`src/rtl/core/safq_pkg.sv`:
```
// Shared types and constants for the slot allocator with free-slot queue.
// Used by the controller, the datapath and the top level.
package safq_pkg;

  // Store geometry
  localparam int SLOTS      = 64;
  localparam int ELEM_WIDTH = 32;
  localparam int SLOT_W     = $clog2(SLOTS);
  localparam int CNT_W      = SLOT_W + 1;

  // Request kinds (tuser of the input word)
  localparam logic [1:0] REQ_ADD    = 2'd0;
  localparam logic [1:0] REQ_REMOVE = 2'd1;
  localparam logic [1:0] REQ_QUERY  = 2'd2;

  // Response status codes (tuser of the output word)
  localparam logic [1:0] STAT_OK    = 2'd0;
  localparam logic [1:0] STAT_EMPTY = 2'd1;
  localparam logic [1:0] STAT_FULL  = 2'd2;

  // Controller to datapath commands
  typedef struct packed {
    logic capture;  // latch the accepted request
    logic execute;  // apply the request and load the response
  } cmd_t;

endpackage

```
`src/rtl/core/safq_ram.sv`:
```
// Generic single-write, single-read RAM with registered read data.
// No dependencies.
module safq_ram #(
  parameter int WIDTH = 32,
  parameter int DEPTH = 64
) (
  input  logic                     clk,
  input  logic                     we,
  input  logic [$clog2(DEPTH)-1:0] wr_addr,
  input  logic [WIDTH-1:0]         wr_data,
  input  logic [$clog2(DEPTH)-1:0] rd_addr,
  output logic [WIDTH-1:0]         rd_data
);

  logic [WIDTH-1:0] mem [DEPTH];

  // Write port and registered read port
  always_ff @(posedge clk) begin
    if (we) begin
      mem[wr_addr] <= wr_data;
    end
    rd_data <= mem[rd_addr];
  end

endmodule

```
`src/rtl/core/safq_ctrl.sv`:
```
// Request sequencer: accept, execute, respond.
// Depends on safq_pkg for the command struct.
module safq_ctrl (
  input  logic           clk,
  input  logic           rst,
  input  logic           s_tvalid,
  output logic           s_tready,
  output logic           m_tvalid,
  input  logic           m_tready,
  output safq_pkg::cmd_t cmd
);
  import safq_pkg::*;

  localparam logic [1:0] ST_IDLE = 2'd0;
  localparam logic [1:0] ST_EXEC = 2'd1;
  localparam logic [1:0] ST_RESP = 2'd2;

  logic [1:0] state;
  logic [1:0] state_next;

  assign s_tready    = (state == ST_IDLE);
  assign m_tvalid    = (state == ST_RESP);
  assign cmd.capture = s_tvalid && s_tready;
  assign cmd.execute = (state == ST_EXEC);

  // Next-state logic
  always_comb begin
    state_next = state;
    unique case (state)
      ST_IDLE: begin
        if (s_tvalid) state_next = ST_EXEC;
      end
      ST_EXEC: begin
        state_next = ST_RESP;
      end
      ST_RESP: begin
        if (m_tready) state_next = ST_IDLE;
      end
      default: begin
        state_next = ST_IDLE;
      end
    endcase
  end

  // State register
  always_ff @(posedge clk) begin
    if (rst) begin
      state <= ST_IDLE;
    end else begin
      state <= state_next;
    end
  end

  // One request in flight at a time
  a_exec_follows_capture: assert property (@(posedge clk) disable iff (rst)
    cmd.capture |=> cmd.execute)
    else $error("execute did not follow capture");
  a_resp_follows_exec: assert property (@(posedge clk) disable iff (rst)
    cmd.execute |=> m_tvalid)
    else $error("response did not follow execute");
  a_no_accept_busy: assert property (@(posedge clk) disable iff (rst)
    !(s_tready && m_tvalid))
    else $error("input ready while a response is pending");

endmodule

```
`src/rtl/core/safq_dp.sv`:
```
// Datapath: occupancy map, high-water count, free-slot queue and value store.
// Depends on safq_pkg and safq_ram.
module safq_dp (
  input  logic                           clk,
  input  logic                           rst,
  input  safq_pkg::cmd_t                 cmd,
  input  logic [1:0]                     in_req_type,
  input  logic [safq_pkg::SLOT_W-1:0]    in_slot_index,
  input  logic [safq_pkg::ELEM_WIDTH-1:0] in_entry_value,
  output logic [safq_pkg::SLOT_W-1:0]    result_slot,
  output logic [1:0]                     status,
  output logic                           is_occupied
);
  import safq_pkg::*;

  // Captured request
  logic [1:0]            req_kind;
  logic [SLOT_W-1:0]     req_slot;
  logic [ELEM_WIDTH-1:0] req_value;

  // Control state
  logic [SLOTS-1:0]  occ_map;
  logic [SLOTS-1:0]  occ_map_next;
  logic [SLOT_W-1:0] head;
  logic [SLOT_W-1:0] head_next;
  logic [SLOT_W-1:0] tail;
  logic [SLOT_W-1:0] tail_next;
  logic [CNT_W-1:0]  fill;
  logic [CNT_W-1:0]  fill_next;
  logic [CNT_W-1:0]  hw;
  logic [CNT_W-1:0]  hw_next;

  // Response values
  logic [SLOT_W-1:0] res_slot_next;
  logic [1:0]        res_status_next;
  logic              res_occ_next;

  // Memory ports
  logic [SLOT_W-1:0] q_rd_data;
  logic              q_we;
  logic              st_we;
  logic [SLOT_W-1:0] st_addr;

  // Free-slot queue: read address tracks the head, so the head entry
  // is ready in the cycle after the request is accepted.
  safq_ram #(.WIDTH(SLOT_W), .DEPTH(SLOTS)) u_free_q (
    .clk     (clk),
    .we      (q_we),
    .wr_addr (tail),
    .wr_data (req_slot),
    .rd_addr (head),
    .rd_data (q_rd_data)
  );

  // Value store, written by add only
  safq_ram #(.WIDTH(ELEM_WIDTH), .DEPTH(SLOTS)) u_store (
    .clk     (clk),
    .we      (st_we),
    .wr_addr (st_addr),
    .wr_data (req_value),
    .rd_addr (st_addr),
    .rd_data ()
  );

  // Request latch
  always_ff @(posedge clk) begin
    if (cmd.capture) begin
      req_kind  <= in_req_type;
      req_slot  <= in_slot_index;
      req_value <= in_entry_value;
    end
  end

  // Request execution
  always_comb begin
    occ_map_next    = occ_map;
    head_next       = head;
    tail_next       = tail;
    fill_next       = fill;
    hw_next         = hw;
    res_slot_next   = req_slot;
    res_status_next = STAT_OK;
    res_occ_next    = 1'b0;
    q_we            = 1'b0;
    st_we           = 1'b0;
    st_addr         = hw[SLOT_W-1:0];
    priority if (req_kind == REQ_ADD) begin
      priority if (fill != '0) begin
        // reuse oldest freed slot
        st_addr   = q_rd_data;
        head_next = head + 1'b1;
        fill_next = fill - 1'b1;
        st_we     = cmd.execute;
      end else if (hw < CNT_W'(SLOTS)) begin
        // hand out a fresh slot
        st_addr = hw[SLOT_W-1:0];
        hw_next = hw + 1'b1;
        st_we   = cmd.execute;
      end else begin
        st_addr = '0;
      end
      if (st_we) begin
        occ_map_next[st_addr] = 1'b1;
        res_slot_next         = st_addr;
        res_occ_next          = 1'b1;
      end else begin
        res_slot_next   = '0;
        res_status_next = STAT_FULL;
      end
    end else if (req_kind == REQ_REMOVE) begin
      if (!occ_map[req_slot]) begin
        res_status_next = STAT_EMPTY;
      end else begin
        occ_map_next[req_slot] = 1'b0;
        // the top slot below the count is not queued
        if ((({1'b0, req_slot} + 1'b1) < hw) && (fill != CNT_W'(SLOTS))) begin
          q_we      = cmd.execute;
          tail_next = tail + 1'b1;
          fill_next = fill + 1'b1;
        end
      end
    end else begin
      // query, and the unused code answered as a query
      res_occ_next = occ_map[req_slot];
    end
  end

  // Control state update
  always_ff @(posedge clk) begin
    if (rst) begin
      occ_map <= '0;
      head    <= '0;
      tail    <= '0;
      fill    <= '0;
      hw      <= '0;
    end else if (cmd.execute) begin
      occ_map <= occ_map_next;
      head    <= head_next;
      tail    <= tail_next;
      fill    <= fill_next;
      hw      <= hw_next;
    end
  end

  // Response register
  always_ff @(posedge clk) begin
    if (cmd.execute) begin
      result_slot <= res_slot_next;
      status      <= res_status_next;
      is_occupied <= res_occ_next;
    end
  end

  // Queued slots all lie below the high-water count
  a_fill_le_hw: assert property (@(posedge clk) disable iff (rst)
    fill <= hw)
    else $error("free queue holds more slots than were handed out");
  a_hw_bound: assert property (@(posedge clk) disable iff (rst)
    hw <= CNT_W'(SLOTS))
    else $error("high-water count past capacity");
  a_ring_ptrs: assert property (@(posedge clk) disable iff (rst)
    tail == SLOT_W'(head + fill[SLOT_W-1:0]))
    else $error("queue pointers disagree with fill count");
  a_add_marks: assert property (@(posedge clk) disable iff (rst)
    (cmd.execute && req_kind == REQ_ADD) |=> (status == STAT_FULL || occ_map[result_slot]))
    else $error("added slot not marked occupied");

endmodule

```
`src/rtl/core/slot_allocator_with_free_fifo.sv`:
```
// Slot allocator with a queue of freed slots. Each request word carries a
// kind in tuser (add, remove, query) and gives exactly one response word.
// An add takes the oldest freed slot, else the next never-used slot, else
// answers full; a remove clears a slot's mark and queues it for reuse unless
// it is the top slot below the high-water count. One request is handled at a
// time: the accept, then an execute state for the registered read of the
// free-queue RAM and the state update, then a response state. The response
// word is valid once the execute state has passed, and s_tready stays low
// until it is taken, so holding m_tready low delays the next request. The
// state is ready at once after reset; no clearing pass.
// Depends on safq_pkg, safq_ctrl, safq_dp and safq_ram.
module slot_allocator_with_free_fifo (
  input  logic        clk,
  input  logic        rst,
  input  logic        s_tvalid,
  output logic        s_tready,
  input  logic [39:0] s_tdata,   // [5:0] slot_index, [37:6] entry_value, [39:38] zero
  input  logic [1:0]  s_tuser,   // [1:0] req_type
  output logic        m_tvalid,
  input  logic        m_tready,
  output logic [7:0]  m_tdata,   // [5:0] result_slot, [6] is_occupied, [7] zero
  output logic [1:0]  m_tuser    // [1:0] status
);
  import safq_pkg::*;

  cmd_t              cmd;
  logic [SLOT_W-1:0] result_slot;
  logic [1:0]        status;
  logic              is_occupied;

  // Sequencer
  safq_ctrl u_ctrl (
    .clk      (clk),
    .rst      (rst),
    .s_tvalid (s_tvalid),
    .s_tready (s_tready),
    .m_tvalid (m_tvalid),
    .m_tready (m_tready),
    .cmd      (cmd)
  );

  // Allocation state and store
  safq_dp u_dp (
    .clk            (clk),
    .rst            (rst),
    .cmd            (cmd),
    .in_req_type    (s_tuser),
    .in_slot_index  (s_tdata[SLOT_W-1:0]),
    .in_entry_value (s_tdata[SLOT_W +: ELEM_WIDTH]),
    .result_slot    (result_slot),
    .status         (status),
    .is_occupied    (is_occupied)
  );

  // Output word packing
  assign m_tdata = {1'b0, is_occupied, result_slot};
  assign m_tuser = status;

endmodule
```
`config.mk`:
```
export PLATFORM = sky130hd
export DESIGN_NAME = slot_allocator_with_free_fifo
export DESIGN_NICKNAME = d
export VERILOG_FILES = /design/src/rtl/core/safq_pkg.sv /design/src/rtl/core/safq_ram.sv /design/src/rtl/core/safq_ctrl.sv /design/src/rtl/core/safq_dp.sv /design/src/rtl/core/slot_allocator_with_free_fifo.sv
export SDC_FILE = /design/constraint.sdc
export NUM_CORES = 1
export LEC_CHECK = 0
export BUFFER_PORTS_ARGS = -buffer_cell sky130_fd_sc_hd__buf_2
export CAP_MARGIN = 20
export CORE_ASPECT_RATIO = 1.4
export CORE_MARGIN = 1.5
export CORE_UTILIZATION = 56
export DETAILED_ROUTE_END_ITERATION = 8
export PLACE_DENSITY = 0.88
export SYNTH_ARGS = -nofsm -noshare
export SYNTH_HDL_FRONTEND = slang
export SYNTH_SLANG_ARGS = --single-unit
```
`constraint.sdc`:
```
create_clock -name clk -period 4.91 [get_ports clk]
set_input_delay 0.982 -clock clk [delete_from_list [all_inputs] [get_ports clk]]
set_output_delay 0.982 -clock clk [all_outputs]
set_load 0.005 [all_outputs]
```
==> reports/metrics.cfg, run 1 <==
[outcome]
status = completed

[clocking]
cts.clk_slew.worst_paths_ns = 0.07
post_cts_buffers = 0
cts_resized = 0
tritoncts = built
cts_root_buffer = clkbuf_16
worstSkewPairLatency_ns = 0.59
cts_hold_buf = 0
cts.sinks = 499
htreeDepth = 2
cts_made_buffers = 46
cts_buffer_depth = 3

[yosys]
netlist_instances = 1286
synth_common_cells = edfxtp_1, mux4_2, dfxtp_1
synth_top_family_by_area = multiplexers
synth-adder-area-share = 0.009910
synth_seq_cells = 499
yosysWarnings = 0
yosys-top-cells-area = edfxtp_1, mux4_2, dfxtp_1, nor4_1, o32ai_1
ys.flop_type = edfxtp_1
syn_nets = 1348
yosys.area_share.simple = 0.06549
synth.distinct_cells = 65
synth-async-reset-ratio = 0
synthesis.area_sq_um = 20960
synth-edff-count = 401
synth_compound_area_frac = 0.06424
synth-xor-area-share = 0.006687
yosysSeqAreaShare = 0.6682
synth_top_area_share = 0.5746
synth.avg_cell_area_sq_um = 16.30
muxShareOfSynthArea = 0.1555
synth.most_common_cell = edfxtp_1
yosysTopAreaCell = edfxtp_1

[timing]
finalClockSkew_ns = 0.01842
setup_viol = 0
setup-tns-final_ns = 0
timing.fmax_mhz = 222.2
final-hold-violation-count = 0
tightest_slew_ns = 1.088
rsz0062_at_grt = false
final_max_slew_viol_count = 0
finalCritPeriodShare = 0.9165
whs_ns = 0.4759
slew_headroom = 0.2731
fin_ws_ns = 0.4101
period_needed_ns = 4.500

[critical_path]
critPathMaxStageDelay_ns = 0.72
crit_buf_inv = 2
cp_max_fo = 68
crit_chain = buf_4, clkinv_1, a211oi_1, and3_1, or4_4, o211ai_4, or3_1, nor2_1
cp.required_ns = 5.12
criticalPathCategory = reg2reg
crit_path_end_kind = flop
slowest_stage = nor2_1
crit_family = simple AND/OR/NAND/NOR gates
worst_setup_path_start_kind = flop
cp_data_arrival_time_ns = 4.71

[detailed_routing]
dr.pass1.iters = 8
drt_first_iter_violations = 1636
ant_nets = 0
drc = 0
finalWirelength_um = 51080
vias = 12620
wl_per_cell_um = 28.39
vias_per_cell = 7.015

[global_routing]
grt_max_degree = 79
grt_pass1_vias = 12530
antenna_found_initial = 1
grt_pass1_wl_um = 76990
gr-total-overflow = 0
track_usage = 0.2671

[floorplan]
die_area_sq_um = 38610
initial_utilization = 0.5701
rows = 83
core_sq_um = 36760
die_w_um = 166.5
fp.dieH_um = 231.9
io_pins = 58

[placement]
dp_hpwl_um = 30710
port_buffers = 22
post-place-ws_ns = 0.5727
gp_congestion = 0.9035

[final_layout]
fin_nets = 1355
layout-drive-gt1-share = 0.2337
syn2layout_area_growth_pct = 10.85
layout.filler_cells = 2420

[pwr]
power_mw = 8.482
p_leak_nw = 7.071
powerDensity_nw_per_um2 = 365.1
ir_worst_vdd_mv = 0.3380

[job]
maxCapViolations = 0

[min_path]
hold_path.class = reg2reg

-- per-stage QoR --
step / instances / util / instance area (sq um)
floorplan: 1286 / - / 21100
global placement: 1712 / 0.5903 / 21700
detailed placement: 1712 / 0.5903 / 21700
CTS: 1798 / 0.6319 / 23230
global route: 1798 / 0.6319 / 23230
finish: 1799 / 0.6320 / 23230
-- cells by family after synthesis --
logic type	Yosys count
AND/OR/NAND/NOR	261
multiplexers	159
AO/OA/AOI/OAI	181
adder cells (fa/ha/maj)	16
XOR/XNOR	16
flip-flops	499
other	1
buffers and inverters	153
-- cell type report --
| type | count | area [sq um] | share of cell area |
|---|---|---|---|
| Antenna cell | 1 | 2.502 | 0.0001077 |
| Clock buffer | 61 | 1237 | 0.05326 |
| Clock inverter | 25 | 290.3 | 0.01249 |
| Inverter | 51 | 191.4 | 0.008240 |
| Multi-Input combinational cell | 634 | 6486 | 0.2792 |
| Sequential cell | 499 | 14010 | 0.6031 |
| Tap cell | 467 | 584.3 | 0.02515 |
| Timing Repair Buffer | 61 | 427.9 | 0.01842 |
-- routing by layer --
metal  routed length (um)  share of wire  GRT usage  vias up
met4                 3310          0.065     0.1713        0
met3                 3944          0.077    0.03630      201
met1                17280           0.34     0.3100     6339
met2                26550           0.52     0.4697      868
li1                     -              -          -     5212
met5                    0              0          0        -
-- state kept, by name, indices dropped and copies added (netlist names), 6 cells and up --
signal / flops
u_dp.head: 6
u_dp.req_slot: 6
u_dp.fill: 7
u_dp.tail: 6
u_dp.occ_map: 64
u_dp.hw: 7
u_dp.u_free_q.rd_data: 6
u_dp.u_free_q.mem: 384
u_dp.result_slot: 6
-- worst register-to-register path: cells and delay by family (launching register included) --
family / cells / cell delay [ns]
compound gates: 2 / 0.48
buf+inv: 2 / 1.31
flops: 1 / 0.53
simple gates: 4 / 1.80
-- power breakdown --
part / internal [mW] / leakage (nW) / switching [mW]
logic: 0.0586 / 1.93 / 0.190
clock network: 2.06 / 0.739 / 1.58
registers: 4.58 / 4.40 / 0.0120
-- cells in the final DEF, fill, tap and decap left out, types with 4 or more instances in the layout --
cell type,n
a211oi_1,4
bufinv_16,5
o21ai_0,41
nand3b_1,5
nand3_1,12
a22oi_1,6
clkinv_2,7
clkbuf_16,46
o2111ai_2,4
nor2b_1,8
edfxtp_1,401
nand2b_1,9
clkbuf_1,12
mux4_2,133
nor4_2,22
o32ai_1,32
nand4_1,8
nor3_1,5
xnor2_1,10
or2_2,5
ha_1,15
or3_1,12
buf_2,22
clkinv_1,9
mux2i_1,24
inv_1,49
nand2_1,38
o31ai_1,11
o311ai_0,31
buf_4,37
dfxtp_1,95
nor4_1,43
and3_1,5
nor2_1,74
xor2_1,6
a21oi_1,20
-- final timing paths --
check	slack [ns]	to	startpoint	cells after the start
worst min-delay path	0.48	u_dp.occ_map[63]	u_dp.occ_map[63]	2
worst max-delay path	0.41	u_dp.u_free_q.mem[43][0]	u_dp.req_slot[3]	8
worst min register to register	0.48	u_dp.occ_map[63]	u_dp.occ_map[63]	2
worst max register to register	0.41	u_dp.u_free_q.mem[43][0]	u_dp.req_slot[3]	8
Note: power is estimated with default switching activity, not from simulation.
==> inputs of run 2 (changes only) <==
- CORE_UTILIZATION: 56 -> 62
- PLACE_DENSITY: 0.88 -> 0.91
- clock period: 4.91 -> 4.6 ns (I/O delays scaled with it)
==> reports/metrics.cfg, run 2 (same netlist as run 1, synthesis figures left out) <==
[final_layout]
top_regs = u_dp.u_free_q.mem: 384 flops, u_dp.occ_map: 64 flops
layout.cells.most_common = edfxtp_1
fin_nets = 1353  ; -0.15%
layout_common_cells = edfxtp_1, mux4_2, dfxtp_1
diodes = 0  ; -1
largest_reg_flops = 384  ; unchanged
syn2layout_area_growth_pct = 12.22
top_register = u_dp.u_free_q.mem
layout-drive-gt1-share = 0.2517  ; +0.01804

[critical_path]
cp.required_ns = 4.81  ; -0.31 ns
cp_data_arrival_time_ns = 4.72  ; about the same
criticalPathCategory = reg2reg
cp_max_fo = 10  ; -85%
worst_setup_path_start_kind = flop
crit_path_end_kind = flop
reg2regPathDepth = 10  ; +2

[global_routing]
track_usage = 0.3056  ; +0.03855
gr-total-overflow = 0  ; unchanged
antenna_found_initial = 0  ; -1
grt_pass1_wl_um = 77380  ; +0.50%
grt_pass1_vias = 12770  ; +1.9%
grt_max_degree = 89  ; +13%

[clocking]
tritoncts = built
cts_made_buffers = 45  ; -2.2%
cts_root_buffer = clkbuf_16
cts.sinks = 499  ; unchanged
post_cts_buffers = 0  ; unchanged
worstSkewPairLatency_ns = 0.59  ; about the same
htreeDepth = 2  ; unchanged
cts.clk_slew.worst_paths_ns = 0.07  ; about the same
cts_buffer_depth = 3  ; unchanged

[pwr]
ir_worst_vdd_mv = 0.3204  ; -5.2%
p_leak_nw = 7.122  ; +0.71%
power_mw = 8.922  ; +5.2%
powerDensity_nw_per_um2 = 379.4  ; +3.9%

[timing]
whs_ns = 0.4801  ; +0.004260 ns
setup_viol = 0  ; unchanged
timing.fmax_mhz = 221.6  ; -0.27%
finalCritPeriodShare = 0.9809  ; +0.06443
final-hold-violation-count = 0  ; unchanged
finalClockSkew_ns = 0.02901  ; +0.01059 ns
slew_headroom = 0.2665  ; -0.006573
final_max_slew_viol_count = 0  ; unchanged
tightest_slew_ns = 1.099  ; +0.01099 ns
period_needed_ns = 4.512  ; +0.01227 ns
rsz0062_at_grt = true

[detailed_routing]
finalWirelength_um = 50820  ; -0.50%
dr.pass1.iters = 7  ; -1
wl_per_cell_um = 28.75  ; +1.2%
drc = 0  ; unchanged
drt_first_iter_violations = 1373  ; -16%
ant_nets = 0  ; unchanged
vias = 12440  ; -1.4%
vias_per_cell = 7.038  ; +0.33%

[job]
maxCapViolations = 0  ; unchanged

[floorplan]
fp.dieH_um = 220.5  ; -4.9%
core_sq_um = 33310  ; -9.4%
initial_utilization = 0.6292  ; +0.05908
die_area_sq_um = 34930  ; -9.5%
io_pins = 58  ; unchanged
die_w_um = 158.4  ; -4.9%
rows = 79  ; -4.8%

[placement]
port_buffers = 22  ; unchanged
gp_congestion = 0.9088  ; +0.59%
dp_hpwl_um = 31110  ; +1.3%

[outcome]
status = completed

[min_path]
hold_depth = 2  ; unchanged
hold_path.class = reg2reg

## run 2: cell count changes in the layout (fill, tap and decap cells not counted), moves of 8 or more
| cell | before | now |
|---|---|---|
| nor4_2 | 22 | 9 |
| nor2_1 | 74 | 58 |
| nor2_2 | 0 | 8 |
| nor2_4 | 0 | 8 |
| nor4_1 | 43 | 33 |
| nor4_4 | 0 | 23 |
## run 2: worst paths after layout
kind | startpoint | endpoint | slack (ns)
hold / removal | u_dp.occ_map[43] | u_dp.occ_map[43] | 0.48
hold reg to reg | u_dp.occ_map[43] | u_dp.occ_map[43] | 0.48
setup reg to reg | u_dp.req_slot[4] | u_dp.u_free_q.mem[42][2] | 0.09
setup / recovery | u_dp.req_slot[4] | u_dp.u_free_q.mem[42][2] | 0.09
## run 2: repair_timing
item | CTS | global route
gates resized for setup | 0 | 11
hold buffers | 0 | 0
endpoints found under the setup margin | 0 | 77
## run 2: final cells by class
type / instances / area [sq um]
Sequential cell: 499 / 14010
Fill cell: 1892 / 9793
Multi-Input combinational cell: 634 / 6837
Clock buffer: 61 / 1247
Tap cell: 445 / 556.8
Timing Repair Buffer: 60 / 457.9
Clock inverter: 18 / 215.2
Inverter: 51 / 191.4
## run 2: per-stage QoR
step / setup TNS, ns / area (sq um) / setup slack (ns) / cells / util
after floorplan: 0 / 21420 / 0.008153 / 1286 / -
after global placement: 0 / 21990 / 0.4542 / 1688 / 0.6601
after detailed placement: 0 / 21990 / 0.2401 / 1688 / 0.6601
after CTS: 0 / 23450 / 0.1458 / 1767 / 0.7040
after global routing: -2.521 / 23520 / -0.09420 / 1768 / 0.7060
final: 0 / 23520 / 0.08780 / 1768 / 0.7060
## run 2: power by group
group | switching [mW] | leakage [nW] | internal, mW
logic | 0.205 | 2.01 | 0.0653
registers | 0.0108 | 4.40 | 4.89
clock network | 1.62 | 0.706 | 2.13
total | 1.83 | 7.12 | 7.09
## run 2: worst max-delay path, stage by stage (launching register included)
cell and delay, ns:
edfxtp_1 0.61, nand2_1 0.11, or2_2 0.41, o21ai_0 0.29, ha_1 0.31, o2111ai_1 0.11, a21oi_1 0.08, a2111oi_2 0.64
o211ai_4 0.24, or4_1 0.78, nor2_1 0.57
## run 2: routing by layer
layer	part of all wire	track usage	up-vias
li1	-	-	5208
met1	0.34	0.3667	6253
met2	0.52	0.5263	770
met3	0.076	0.04446	213
met4	0.066	0.1807	0
met5	0	0	-
